--- config.mk ---
export PLATFORM = sky130hd
export DESIGN_NAME = lru_key_value_cache
export DESIGN_NICKNAME = d
export VERILOG_FILES = /design/src/lrukv_pkg.sv /design/src/lrukv_ram.sv /design/src/lrukv_scan.sv /design/src/lrukv_upd.sv /design/src/lru_key_value_cache.sv
export SDC_FILE = /design/constraint.sdc
export NUM_CORES = 1
export LEC_CHECK = 0
export BUFFER_PORTS_ARGS = -buffer_cell sky130_fd_sc_hd__buf_2
export CAP_MARGIN = 15
export CORE_ASPECT_RATIO = 1.1
export CORE_MARGIN = 4
export CORE_UTILIZATION = 45
export DETAILED_ROUTE_END_ITERATION = 8
export GPL_TIMING_DRIVEN = 0
export PLACE_DENSITY_LB_ADDON = 0.25
export RECOVER_POWER = 50
export SYNTH_ARGS = -nofsm -noshare
export SYNTH_HDL_FRONTEND = slang
export SYNTH_HIERARCHICAL = 1
export SYNTH_SLANG_ARGS = --single-unit
--- constraint.sdc ---
create_clock -name clk -period 22.4 [get_ports clk]
set_clock_uncertainty 0.1 [all_clocks]
set_input_delay 2.24 -clock clk [delete_from_list [all_inputs] [get_ports clk]]
set_output_delay 2.24 -clock clk [all_outputs]
set_load 0.005 [all_outputs]
--- src/lrukv_pkg.sv ---
// types and fixed constants of the lru key/value cache
// no dependencies; imported by every module of the block but lrukv_ram
package lrukv_pkg;

    localparam int KEY_W = 32;
    localparam int VAL_W = 31;
    localparam int CFG_W = 5;

    localparam logic [CFG_W-1:0] CAP_RESET = 5'd16;

    localparam logic FUNC_GET = 1'b0;
    localparam logic FUNC_PUT = 1'b1;

    typedef struct packed {
        logic                    func;
        logic signed [KEY_W-1:0] lookup_key;
        logic [VAL_W-1:0]        store_value;
    } req_t;

    typedef struct packed {
        logic             hit;
        logic [VAL_W-1:0] read_value;
    } rsp_t;

    // what the search sweep found
    typedef struct packed {
        logic found;
        logic lru_found;
        logic free_found;
    } scan_flags_t;

    // kind of rewrite done by the update sweep
    typedef struct packed {
        logic insert;
        logic put;
    } upd_ctl_t;

endpackage

--- src/lrukv_ram.sv ---
// generic simple dual port ram, one write and one registered read port
// no dependencies
module lrukv_ram #(
    parameter int WIDTH = 8,
    parameter int DEPTH = 16
) (
    input  logic                                 clk,
    input  logic                                 we,
    input  logic [(DEPTH > 1 ? $clog2(DEPTH) : 1)-1:0] waddr,
    input  logic [WIDTH-1:0]                     wdata,
    input  logic [(DEPTH > 1 ? $clog2(DEPTH) : 1)-1:0] raddr,
    output logic [WIDTH-1:0]                     rdata
);

    logic [WIDTH-1:0] mem_reg [DEPTH];
    logic [WIDTH-1:0] rdata_reg;

    always_ff @(posedge clk)
    begin
        if (we)
        begin
            mem_reg[waddr] <= wdata;
        end
        rdata_reg <= mem_reg[raddr];
    end

    assign rdata = rdata_reg;

endmodule

--- src/lrukv_scan.sv ---
// search sweep tracker: key match, least recent entry and first free slot
// depends on lrukv_pkg
module lrukv_scan
    import lrukv_pkg::*;
#(
    parameter int ENTRIES = 16
) (
    input  logic                                    clk,
    input  logic                                    rst_n,
    input  logic                                    start,
    input  logic                                    en,
    input  logic [(ENTRIES > 1 ? $clog2(ENTRIES) : 1)-1:0] idx,
    input  logic                                    entry_valid,
    input  logic [KEY_W-1:0]                        entry_key,
    input  logic [VAL_W-1:0]                        entry_val,
    input  logic [(ENTRIES > 1 ? $clog2(ENTRIES) : 1)-1:0] entry_rank,
    input  logic [KEY_W-1:0]                        key,
    output scan_flags_t                             flags,
    output logic [(ENTRIES > 1 ? $clog2(ENTRIES) : 1)-1:0] match_idx,
    output logic [(ENTRIES > 1 ? $clog2(ENTRIES) : 1)-1:0] match_rank,
    output logic [VAL_W-1:0]                        match_val,
    output logic [(ENTRIES > 1 ? $clog2(ENTRIES) : 1)-1:0] lru_idx,
    output logic [(ENTRIES > 1 ? $clog2(ENTRIES) : 1)-1:0] free_idx
);

    localparam int IW = (ENTRIES > 1) ? $clog2(ENTRIES) : 1;

    scan_flags_t      flags_reg, flags_next;
    logic [IW-1:0]    match_idx_reg, match_idx_next;
    logic [IW-1:0]    match_rank_reg, match_rank_next;
    logic [VAL_W-1:0] match_val_reg, match_val_next;
    logic [IW-1:0]    lru_idx_reg, lru_idx_next;
    logic [IW-1:0]    lru_rank_reg, lru_rank_next;
    logic [IW-1:0]    free_idx_reg, free_idx_next;

    always_comb
    begin
        flags_next      = flags_reg;
        match_idx_next  = match_idx_reg;
        match_rank_next = match_rank_reg;
        match_val_next  = match_val_reg;
        lru_idx_next    = lru_idx_reg;
        lru_rank_next   = lru_rank_reg;
        free_idx_next   = free_idx_reg;
        if (start)
        begin
            flags_next = '0;
        end
        else if (en)
        begin
            if (entry_valid)
            begin
                if (!flags_reg.found && entry_key == key)
                begin
                    flags_next.found = 1'b1;
                    match_idx_next   = idx;
                    match_rank_next  = entry_rank;
                    match_val_next   = entry_val;
                end
                // first entry with the largest rank is the least recent
                if (!flags_reg.lru_found || entry_rank > lru_rank_reg)
                begin
                    flags_next.lru_found = 1'b1;
                    lru_idx_next         = idx;
                    lru_rank_next        = entry_rank;
                end
            end
            else if (!flags_reg.free_found)
            begin
                flags_next.free_found = 1'b1;
                free_idx_next         = idx;
            end
        end
    end

    always_ff @(posedge clk or negedge rst_n)
    begin
        if (!rst_n)
        begin
            flags_reg <= '0;
        end
        else
        begin
            flags_reg <= flags_next;
        end
    end

    always_ff @(posedge clk)
    begin
        match_idx_reg  <= match_idx_next;
        match_rank_reg <= match_rank_next;
        match_val_reg  <= match_val_next;
        lru_idx_reg    <= lru_idx_next;
        lru_rank_reg   <= lru_rank_next;
        free_idx_reg   <= free_idx_next;
    end

    assign flags      = flags_reg;
    assign match_idx  = match_idx_reg;
    assign match_rank = match_rank_reg;
    assign match_val  = match_val_reg;
    assign lru_idx    = lru_idx_reg;
    assign free_idx   = free_idx_reg;

endmodule

--- src/lrukv_upd.sv ---
// per-entry rewrite of the update sweep: move to front, overwrite, insert
// depends on lrukv_pkg
module lrukv_upd
    import lrukv_pkg::*;
#(
    parameter int ENTRIES = 16
) (
    input  logic                                    en,
    input  upd_ctl_t                                ctl,
    input  logic [(ENTRIES > 1 ? $clog2(ENTRIES) : 1)-1:0] idx,
    input  logic [(ENTRIES > 1 ? $clog2(ENTRIES) : 1)-1:0] tgt,
    input  logic [(ENTRIES > 1 ? $clog2(ENTRIES) : 1)-1:0] ref_rank,
    input  logic                                    entry_valid,
    input  logic [KEY_W+VAL_W+(ENTRIES > 1 ? $clog2(ENTRIES) : 1)-1:0] rd_word,
    input  logic [KEY_W-1:0]                        key,
    input  logic [VAL_W-1:0]                        val,
    output logic                                    we,
    output logic [KEY_W+VAL_W+(ENTRIES > 1 ? $clog2(ENTRIES) : 1)-1:0] wdata
);

    localparam int RW = (ENTRIES > 1) ? $clog2(ENTRIES) : 1;
    localparam int WW = KEY_W + VAL_W + RW;

    logic [KEY_W-1:0] old_key;
    logic [VAL_W-1:0] old_val;
    logic [RW-1:0]    old_rank;

    assign old_key  = rd_word[WW-1 -: KEY_W];
    assign old_val  = rd_word[RW+VAL_W-1 -: VAL_W];
    assign old_rank = rd_word[RW-1:0];

    always_comb
    begin
        we    = 1'b0;
        wdata = rd_word;
        if (en)
        begin
            if (idx == tgt)
            begin
                we = 1'b1;
                if (ctl.insert)
                begin
                    wdata = {key, val, {RW{1'b0}}};
                end
                else
                begin
                    wdata = {old_key, (ctl.put ? val : old_val), {RW{1'b0}}};
                end
            end
            // entries more recent than the touched one age by one; all age on insert
            else if (entry_valid && (ctl.insert || old_rank < ref_rank))
            begin
                we    = 1'b1;
                wdata = {old_key, old_val, RW'(old_rank + RW'(1))};
            end
        end
    end

endmodule

--- src/lru_key_value_cache.sv ---
// lru key/value cache top level: sequencer, valid marks, occupancy, beat registers
// depends on lrukv_pkg, lrukv_ram, lrukv_scan, lrukv_upd
//
//   channel | valid     | ready     | data
//   --------+-----------+-----------+-----------------------------------
//   request | req_valid | req_ready | req  (func, lookup_key, store_value)
//   result  | rsp_valid | rsp_ready | rsp  (hit, read_value)
//   config  | cfg_we    | -         | cfg_wdata (capacity_in_use)
//
// one request at a time; the entry memory is swept one entry a cycle through its read port
// get miss: search sweep and decide step, then back to idle
// get hit and put: search sweep, decide, read-modify-write sweep
// reset clears valid marks and occupancy at once, no clearing pass; capacity resets to 16
// the decide step waits while an earlier result beat is still untaken
module lru_key_value_cache
    import lrukv_pkg::*;
#(
    parameter int ENTRIES = 16
) (
    input  logic             clk,
    input  logic             rst_n,
    input  logic             req_valid,
    output logic             req_ready,
    input  req_t             req,
    output logic             rsp_valid,
    input  logic             rsp_ready,
    output rsp_t             rsp,
    input  logic             cfg_we,
    input  logic [CFG_W-1:0] cfg_wdata
);

    localparam int IW   = (ENTRIES > 1) ? $clog2(ENTRIES) : 1;
    localparam int RW   = IW;
    localparam int CW   = $clog2(ENTRIES + 1);
    localparam int WW   = KEY_W + VAL_W + RW;
    localparam int CMPW = (CW > CFG_W) ? CW : CFG_W;

    localparam logic [1:0] ST_IDLE   = 2'd0;
    localparam logic [1:0] ST_SEARCH = 2'd1;
    localparam logic [1:0] ST_DECIDE = 2'd2;
    localparam logic [1:0] ST_UPDATE = 2'd3;

    logic [1:0]       state_reg, state_next;
    logic [CW-1:0]    cnt_reg, cnt_next;
    logic             pend_reg, pend_next;
    logic [IW-1:0]    pidx_reg, pidx_next;
    req_t             req_reg, req_next;
    logic [CFG_W-1:0] cap_reg, cap_next;
    logic [CW-1:0]    occ_reg, occ_next;
    logic [ENTRIES-1:0] valid_reg, valid_next;
    logic             rsp_valid_reg, rsp_valid_next;
    rsp_t             rsp_reg, rsp_next;
    logic [IW-1:0]    tgt_reg, tgt_next;
    logic [RW-1:0]    ref_rank_reg, ref_rank_next;
    upd_ctl_t         uctl_reg, uctl_next;

    logic             scan_start;
    logic             scan_en;
    logic             upd_en;
    logic             sweep_done;
    logic [WW-1:0]    rd_word;
    logic             ram_we;
    logic [WW-1:0]    ram_wdata;
    logic             entry_valid;
    scan_flags_t      flags;
    logic [IW-1:0]    match_idx;
    logic [RW-1:0]    match_rank;
    logic [VAL_W-1:0] match_val;
    logic [IW-1:0]    lru_idx;
    logic [IW-1:0]    free_idx;
    logic [CMPW-1:0]  cap_ext;
    logic [CMPW-1:0]  eff_cap;
    logic             evict;
    logic [IW-1:0]    ins_idx;
    logic             get_hit;

    assign sweep_done  = (cnt_reg == CW'(ENTRIES));
    assign entry_valid = valid_reg[pidx_reg];
    assign scan_en     = pend_reg && (state_reg == ST_SEARCH);
    assign upd_en      = pend_reg && (state_reg == ST_UPDATE);

    // capacity zero acts as one, above the entry count it saturates
    assign cap_ext = CMPW'(cap_reg);
    always_comb
    begin
        if (cap_reg == '0)
        begin
            eff_cap = CMPW'(1);
        end
        else if (cap_ext > CMPW'(ENTRIES))
        begin
            eff_cap = CMPW'(ENTRIES);
        end
        else
        begin
            eff_cap = cap_ext;
        end
    end

    assign evict   = (CMPW'(occ_reg) >= eff_cap) && (occ_reg != '0);
    // lowest free slot once the victim is gone
    assign ins_idx = (evict && (!flags.free_found || lru_idx < free_idx)) ? lru_idx : free_idx;
    assign get_hit = (req_reg.func == FUNC_GET) && flags.found;

    always_comb
    begin
        state_next     = state_reg;
        cnt_next       = cnt_reg;
        pend_next      = 1'b0;
        pidx_next      = cnt_reg[IW-1:0];
        req_next       = req_reg;
        cap_next       = cap_reg;
        occ_next       = occ_reg;
        valid_next     = valid_reg;
        rsp_valid_next = rsp_valid_reg;
        rsp_next       = rsp_reg;
        tgt_next       = tgt_reg;
        ref_rank_next  = ref_rank_reg;
        uctl_next      = uctl_reg;
        scan_start     = 1'b0;

        if (rsp_valid_reg && rsp_ready)
        begin
            rsp_valid_next = 1'b0;
        end
        if (cfg_we)
        begin
            cap_next = cfg_wdata;
        end

        case (state_reg)
            ST_IDLE:
            begin
                if (req_valid)
                begin
                    req_next   = req;
                    cnt_next   = '0;
                    scan_start = 1'b1;
                    state_next = ST_SEARCH;
                end
            end
            ST_SEARCH, ST_UPDATE:
            begin
                if (!sweep_done)
                begin
                    pend_next = 1'b1;
                    cnt_next  = CW'(cnt_reg + CW'(1));
                end
                else
                begin
                    state_next = (state_reg == ST_SEARCH) ? ST_DECIDE : ST_IDLE;
                end
            end
            ST_DECIDE:
            begin
                if (!rsp_valid_reg || rsp_ready)
                begin
                    rsp_valid_next      = 1'b1;
                    rsp_next.hit        = get_hit;
                    rsp_next.read_value = get_hit ? match_val : '0;
                    cnt_next            = '0;
                    if (flags.found)
                    begin
                        uctl_next.insert = 1'b0;
                        uctl_next.put    = (req_reg.func == FUNC_PUT);
                        tgt_next         = match_idx;
                        ref_rank_next    = match_rank;
                        state_next       = ST_UPDATE;
                    end
                    else if (req_reg.func == FUNC_PUT)
                    begin
                        if (evict)
                        begin
                            valid_next[lru_idx] = 1'b0;
                        end
                        valid_next[ins_idx] = 1'b1;
                        occ_next         = evict ? occ_reg : CW'(occ_reg + CW'(1));
                        uctl_next.insert = 1'b1;
                        uctl_next.put    = 1'b1;
                        tgt_next         = ins_idx;
                        ref_rank_next    = '0;
                        state_next       = ST_UPDATE;
                    end
                    else
                    begin
                        state_next = ST_IDLE;
                    end
                end
            end
            default:
            begin
                state_next = ST_IDLE;
            end
        endcase
    end

    always_ff @(posedge clk or negedge rst_n)
    begin
        if (!rst_n)
        begin
            state_reg     <= ST_IDLE;
            cnt_reg       <= '0;
            pend_reg      <= 1'b0;
            cap_reg       <= CAP_RESET;
            occ_reg       <= '0;
            valid_reg     <= '0;
            rsp_valid_reg <= 1'b0;
            uctl_reg      <= '0;
        end
        else
        begin
            state_reg     <= state_next;
            cnt_reg       <= cnt_next;
            pend_reg      <= pend_next;
            cap_reg       <= cap_next;
            occ_reg       <= occ_next;
            valid_reg     <= valid_next;
            rsp_valid_reg <= rsp_valid_next;
            uctl_reg      <= uctl_next;
        end
    end

    always_ff @(posedge clk)
    begin
        pidx_reg     <= pidx_next;
        req_reg      <= req_next;
        rsp_reg      <= rsp_next;
        tgt_reg      <= tgt_next;
        ref_rank_reg <= ref_rank_next;
    end

    // key, value and rank of every entry in one word
    lrukv_ram #(
        .WIDTH (WW),
        .DEPTH (ENTRIES)
    ) u_ram (
        .clk   (clk),
        .we    (ram_we),
        .waddr (pidx_reg),
        .wdata (ram_wdata),
        .raddr (cnt_reg[IW-1:0]),
        .rdata (rd_word)
    );

    lrukv_scan #(
        .ENTRIES (ENTRIES)
    ) u_scan (
        .clk         (clk),
        .rst_n       (rst_n),
        .start       (scan_start),
        .en          (scan_en),
        .idx         (pidx_reg),
        .entry_valid (entry_valid),
        .entry_key   (rd_word[WW-1 -: KEY_W]),
        .entry_val   (rd_word[RW+VAL_W-1 -: VAL_W]),
        .entry_rank  (rd_word[RW-1:0]),
        .key         (req_reg.lookup_key),
        .flags       (flags),
        .match_idx   (match_idx),
        .match_rank  (match_rank),
        .match_val   (match_val),
        .lru_idx     (lru_idx),
        .free_idx    (free_idx)
    );

    lrukv_upd #(
        .ENTRIES (ENTRIES)
    ) u_upd (
        .en          (upd_en),
        .ctl         (uctl_reg),
        .idx         (pidx_reg),
        .tgt         (tgt_reg),
        .ref_rank    (ref_rank_reg),
        .entry_valid (entry_valid),
        .rd_word     (rd_word),
        .key         (req_reg.lookup_key),
        .val         (req_reg.store_value),
        .we          (ram_we),
        .wdata       (ram_wdata)
    );

    assign req_ready = (state_reg == ST_IDLE);
    assign rsp_valid = rsp_valid_reg;
    assign rsp       = rsp_reg;

endmodule

# Yosys cells after proc, flatten, opt, wreduce, memory -nomap -nowiden
# Memories as Yosys holds them, arrays and structs flattened. A register that Yosys moved wholly into a read port is not among the register bits.
# Index checks and enable logic that the tools add are counted.
[word_totals] reg_bits=199 latchBits=0 ram_bits=1072 romBits=0 in_bits=74 output_inout_bits=34 word_cells=154 memories=1
[classes] addsub=3 mul=0 div_mod_pow=0 magnitude_cmp=10 eq_ne=11 n_shift=0 muxes=54 bitwise=9 reduce_logical=40
[memory_table] memory="u_ram.mem_reg" words=16 word_bits=67 read_ports=1 rd_clocked_by_memory_dff=1 write_ports=1 line="lrukv_ram.sv:15" rtl="logic [WIDTH-1:0] mem_reg [DEPTH];"
[ops] operator="67-bit two-way mux" count=3
[ops] operator="16-bit two-way mux" count=5
[ops] operator="32-bit == test" count=1
[ops] operator="31-bit two-way mux" count=1
[ops] operator="5-bit two-way mux" count=5
[ops] operator="4-bit two-way mux" count=6
[ops] operator="1-bit two-way mux" count=18
[ops] operator="2-bit two-way mux" count=9
[ops] operator="16-bit AND" count=1
[ops] operator="16-bit NOT" count=1
[ops] operator="16-bit bitwise OR" count=1
[ops] operator="4-bit AND reduction" count=4
[ops] operator="4-bit by 5-bit < comparator with 1-bit output (second input constant)" count=3
[ops] operator="5-bit one-hot mux with 3 select lines" count=1
[ops] operator="3-bit AND reduction" count=5
[ops] operator="5-bit by 1-bit adder with 5-bit output (second input constant)" count=2
[ops] operator="1-bit logical AND" count=10
[ops] operator="2-bit inequality test (second input constant)" count=5
[ops] operator="2-bit nonzero test" count=5
[ops] operator="1-bit demux with 4-bit select" count=2
[ops] operator="4-bit by 1-bit >= comparator with 1-bit output (second input constant)" count=2
[ops] operator="4-bit < comparator" count=2
[ops] operator="3-bit two-way mux" count=2
[ops] operator="1-bit NOT" count=6
[ops] operator="18 further kinds" count=27

# Depth between registers and ports, before layout
[depth] ltp_word=12 depth_mapped=11

# Hierarchy
# Netlist, hierarchy kept.
[modules_own_cells] mod="lrukv_ram" instances=1 cells_per_inst=1724 area_each_um2=41404.7
[modules_own_cells] mod="lru_key_value_cache" instances=1 cells_per_inst=443 area_each_um2=6023.3
[modules_own_cells] mod="lrukv_scan" instances=1 cells_per_inst=124 area_each_um2=2152.1
[modules_own_cells] mod="lrukv_upd" instances=1 cells_per_inst=109 area_each_um2=1106.1

# Least setup slack after synthesis
# Ideal clock, no wire load.
[synth_path] path_type="register to register" startpoint="register pidx_reg[0]" endpoint="memory u_ram/mem_reg[0][0] (netlist name), enable pin" setup_ps=574 arrival_time_ps=6828 required_ps=21726 path_slack_ps=14897 stages_incl_launch_ff=6 cell_sequence="dfxtp_1 xor2_1 or4_2 a31oi_2 or3b_2 nor3_1"
[synth_between] elab_chain_len=8
[synth_rtl] item="start: declaration" line="lru_key_value_cache.sv:46" rtl="logic [IW-1:0] pidx_reg, pidx_next;"
[synth_rtl] item="start signal: assignment" line="lru_key_value_cache.sv:225" rtl="pidx_reg <= pidx_next;"
[synth_rtl] item="1-bit binary-select mux with 4-bit select" line="lru_key_value_cache.sv:78" rtl="assign entry_valid = valid_reg[pidx_reg];"
[synth_rtl] item="1-bit two-way mux (not written as such)" line="lru_key_value_cache.sv:78"
[synth_rtl] item="1-bit logical AND" line="lrukv_upd.sv:51" rtl="else if (entry_valid && (ctl.insert || old_rank < ref_rank))"
[synth_rtl] item="1-bit two-way mux" line="lrukv_upd.sv:51"
[synth_rtl] item="1-bit two-way mux *" line="lrukv_upd.sv:38" rtl="if (idx == tgt)"
[synth_rtl] item="1-bit two-way mux *" line="lrukv_upd.sv:36" rtl="if (en)"
[synth_rtl] item="via ram_we" line="lru_key_value_cache.sv:62" rtl="logic ram_we;"
[synth_rtl] item="1-bit two-way mux *" line="lrukv_ram.sv:20" rtl="if (we)"
[synth_rtl] item="1-bit two-way mux (not written as such) *" line="lrukv_ram.sv:22" rtl="mem_reg[waddr] <= wdata;"
[synth_rtl] item="end: declaration" line="lrukv_ram.sv:15"
# The timed path passes the listed nets; every way through them passes the cells marked *. The select of a mux whose other input is x is not followed.

# Final worst setup path
[layout_path] startpoint="input port req_valid" endpoint="register req_reg[33] (netlist name), enable pin"
[layout_between] elab_chain_len=1
[layout_rtl] item="start: declaration" line="lru_key_value_cache.sv:22" rtl="input logic req_valid,"
[layout_rtl] item="2-bit AND reduction (no source line)"
[layout_rtl] item="end signal: assignment" line="lru_key_value_cache.sv:226" rtl="req_reg <= req_next;"
[layout_rtl] item="end: declaration" line="lru_key_value_cache.sv:47" rtl="req_t req_reg, req_next;"
# Every way passes these cells.
# A chain may end at the register's enable or synchronous reset.

==> results.cfg <==
[synthesis]
synth.area.mux_share = 0.137
synth_warnings = 6
syn_area_per_cell_um2 = 21.1
synth_top_cell_by_area = edfxtp_1
synth_edf_count = 1227
syn_inst = 2400
ys_async_sr_fraction = 0.0299
synth_top_flop_cell = edfxtp_1
synth-compound-area-share = 0.0348
ys_ff_latch = 1338
ys_seq_area_frac = 0.775
synth_top_family_by_area = multiplexers
syn-num-nets = 2494
ys_top_cells_by_count = edfxtp_1 (1,227), mux4_2 (273), a22oi_1 (134), nand2_1 (92), dfxtp_1 (71)
synth_xor_area_frac = 0.00743
synth-simple-area-share = 0.0264
synthAdderAreaFrac = 0.00494
yosysMostFrequentCell = edfxtp_1
syn-cell-area_mm2 = 0.0507
netlist_top_cells_area = edfxtp_1 (73%), mux4_2 (12%), dfxtp_1 (2.8%)
yosysTopAreaCellShare = 0.727
ys_types = 67

[sta]
rsz0062_at_grt = no
final.min_clock_period_ns = 6.48
hold_viol = 0
final_max_slew_viol_count = 146
slew-limit-headroom = -1.44
max_clock_freq_mhz = 154
post-route-period-util = 0.289
tns_ns = 0
finalSetupViolCount = 0
worstMarginPinSlew_ns = 3.67
fin_ws_ns = 15.92

[worst_setup_path]
worst-endpoint-arrival_ns = 6.63
path_cells = clkbuf_1 -> and2_0 -> clkbuf_1
cp-start-kind = input port
r2r_slack_ns = 16.67
cp_max_fo = 49
r2r_start = state_reg[0]
cp.required_ns = 22.55
cp_slowest_cell = clkbuf_1
cp-end-kind = flip-flop
crit_buf_inv = 2
cpMostUsedCell = clkbuf_1
cp_slowest_stage_delay_ns = 2.66
cpLargestDelayFamily = buffers and inverters
worstSetupPathType = in -> reg
startpoint = req_valid

[place]
routabilityCongestion = 0.830
placed_area_mm2 = 0.0546
hpwl_um = 77100
place_ws_ns = 17.44
portBuffers = 107
placedCellCount = 4086

[hold_path]
hold_start = u_ram/rdata[11]
hold_path_class = reg -> reg

[outcome]
violations = max-capacitance violations, max-slew violations
outcome = complete, but fails checks

[route]
routedWlPerCell_um = 28.1
vias = 25500
drtIter0Drc = 2594
antenna_left = 0
viasPerCell = 5.87
drc = 0
drt-total-wl_um = 122000
detail_route.first_pass.iterations = 5

[grt]
grt_first_pass_wirelength_um = 179000
track_usage = 0.207
antenna_found_initial = 0
grt_pass1_vias = 26400
grt_max_degree = 50
grt-ovfl-total = 0

[power_and_ir_drop]
power-per-cell-area_mw_per_mm2 = 125
cellLeakagePower_uw = 0.0194
ir_worst_vdd_mv = 0.0698
power_uw = 7410

[clocking]
holdBufCountCts = 0
clk_pin_slew_worst_paths_ns = 0.06
ctsResizeCount = 0
post_cts_buffers = 0
clock_latency_ns = 0.74
cts_num_sinks = 1338
clockRootBuffer = clkbuf_16
cts_tree = done
cts_max_path_buffers = 3
cts_max_level = 4
numCtsBuffers = 139

[floorplan]
core_area_mm2 = 0.111
die_x_um = 328
die_area_mm2 = 0.118
start_util = 0.455
rows = 128
die_height_um = 360
io_pins = 108

[cells_and_area]
drive_gt1_frac = 0.261
syn2layout_area_growth_pct = 16.7
n_fill_cell = 8526
final_nets = 2828
largest_reg_flops = 1072
fin_area_mm2 = 0.0591
final_cells = 4346

[run]
cap_violations = 4
-- layout by cell type, fill, tap and decap left out, drive strengths merged, types with 8 or more instances in the layout --
| cell type | n |
|---|---|
| edfxtp | 1227 |
| mux4 | 273 |
| clkbuf | 250 |
| buf | 236 |
| a22oi | 134 |
| nand2 | 92 |
| dfxtp | 71 |
| mux2 | 69 |
| clkinv | 50 |
| nor2 | 43 |
| dfrtp | 39 |
| and2 | 38 |
| inv | 36 |
| xor2 | 35 |
| o22ai | 32 |
| a21oi | 26 |
| ha | 20 |
| nor3 | 20 |
| nor4 | 18 |
| bufinv | 16 |
| o21ai | 14 |
| nand3 | 12 |
| and3 | 9 |
| a2111oi | 9 |
| nor2b | 8 |
| xnor2 | 8 |
| clkinvlp | 8 |
-- per-layer routing --
layer / wire (µm) / share of wire / GRT usage / up-vias
met5: 0 / 0 / 0 / -
met4: 2730 / 0.022 / 0.0548 / 0
met3: 8910 / 0.073 / 0.0384 / 187
met2: 60900 / 0.50 / 0.345 / 1031
met1: 49500 / 0.41 / 0.285 / 13600
li1: - / - / - / 10600
-- cell families after synthesis --
group                    after synthesis
adder cells (fa/ha/maj)               20
multiplexers                         343
buffers and inverters                147
AND/OR/NAND/NOR                      263
XOR/XNOR                              43
AO/OA/AOI/OAI                        246
flip-flops                          1338
-- report_power, final --
part / leakage [µW] / internal [µW] / switching [µW] / total, µW
sequential: 0.0122 / 3180 / 99.1 / 3280
combinational: 0.00491 / 692 / 1120 / 1810
clock: 0.00225 / 1370 / 951 / 2320
-- worst paths after layout --
kind | depth (start not counted) | end
min in group asynchronous | 1 | u_scan/flags[2]
min | 0 | u_scan/match_val[7]
min reg2reg | 0 | u_scan/match_val[7]
max | 3 | req_reg[33]
max reg2reg | 4 | req_reg[33]
max in group asynchronous | 1 | valid_reg[15]
-- worst register-to-register path, stage by stage (launching register included) --
cell	delay, ns
dfrtp_1	0.37
clkbuf_1	0.23
nor2_1	0.27
and2_0	1.52
clkbuf_1	2.66
-- final cells by class --
class	count	area, µm²	area share
well taps	1495	1870	0.0316
flip-flops and latches	1338	39300	0.664
plain buffers	118	572	0.00967
clock inverters	81	930	0.0157
clock buffers	175	3700	0.0626
diodes	2	5.00	0.0000846
multi-input cells	915	10800	0.182
repair buffers	193	1930	0.0326
inverters	29	109	0.00184
-- through the flow --
step                hold slack [ns]   util
global route                  0.338  0.531
floorplan                     0.303      -
CTS                           0.324  0.533
finish                        0.319  0.531
global placement              0.308  0.477
detailed placement            0.311  0.491
Power figures use the tool's default switching activity.
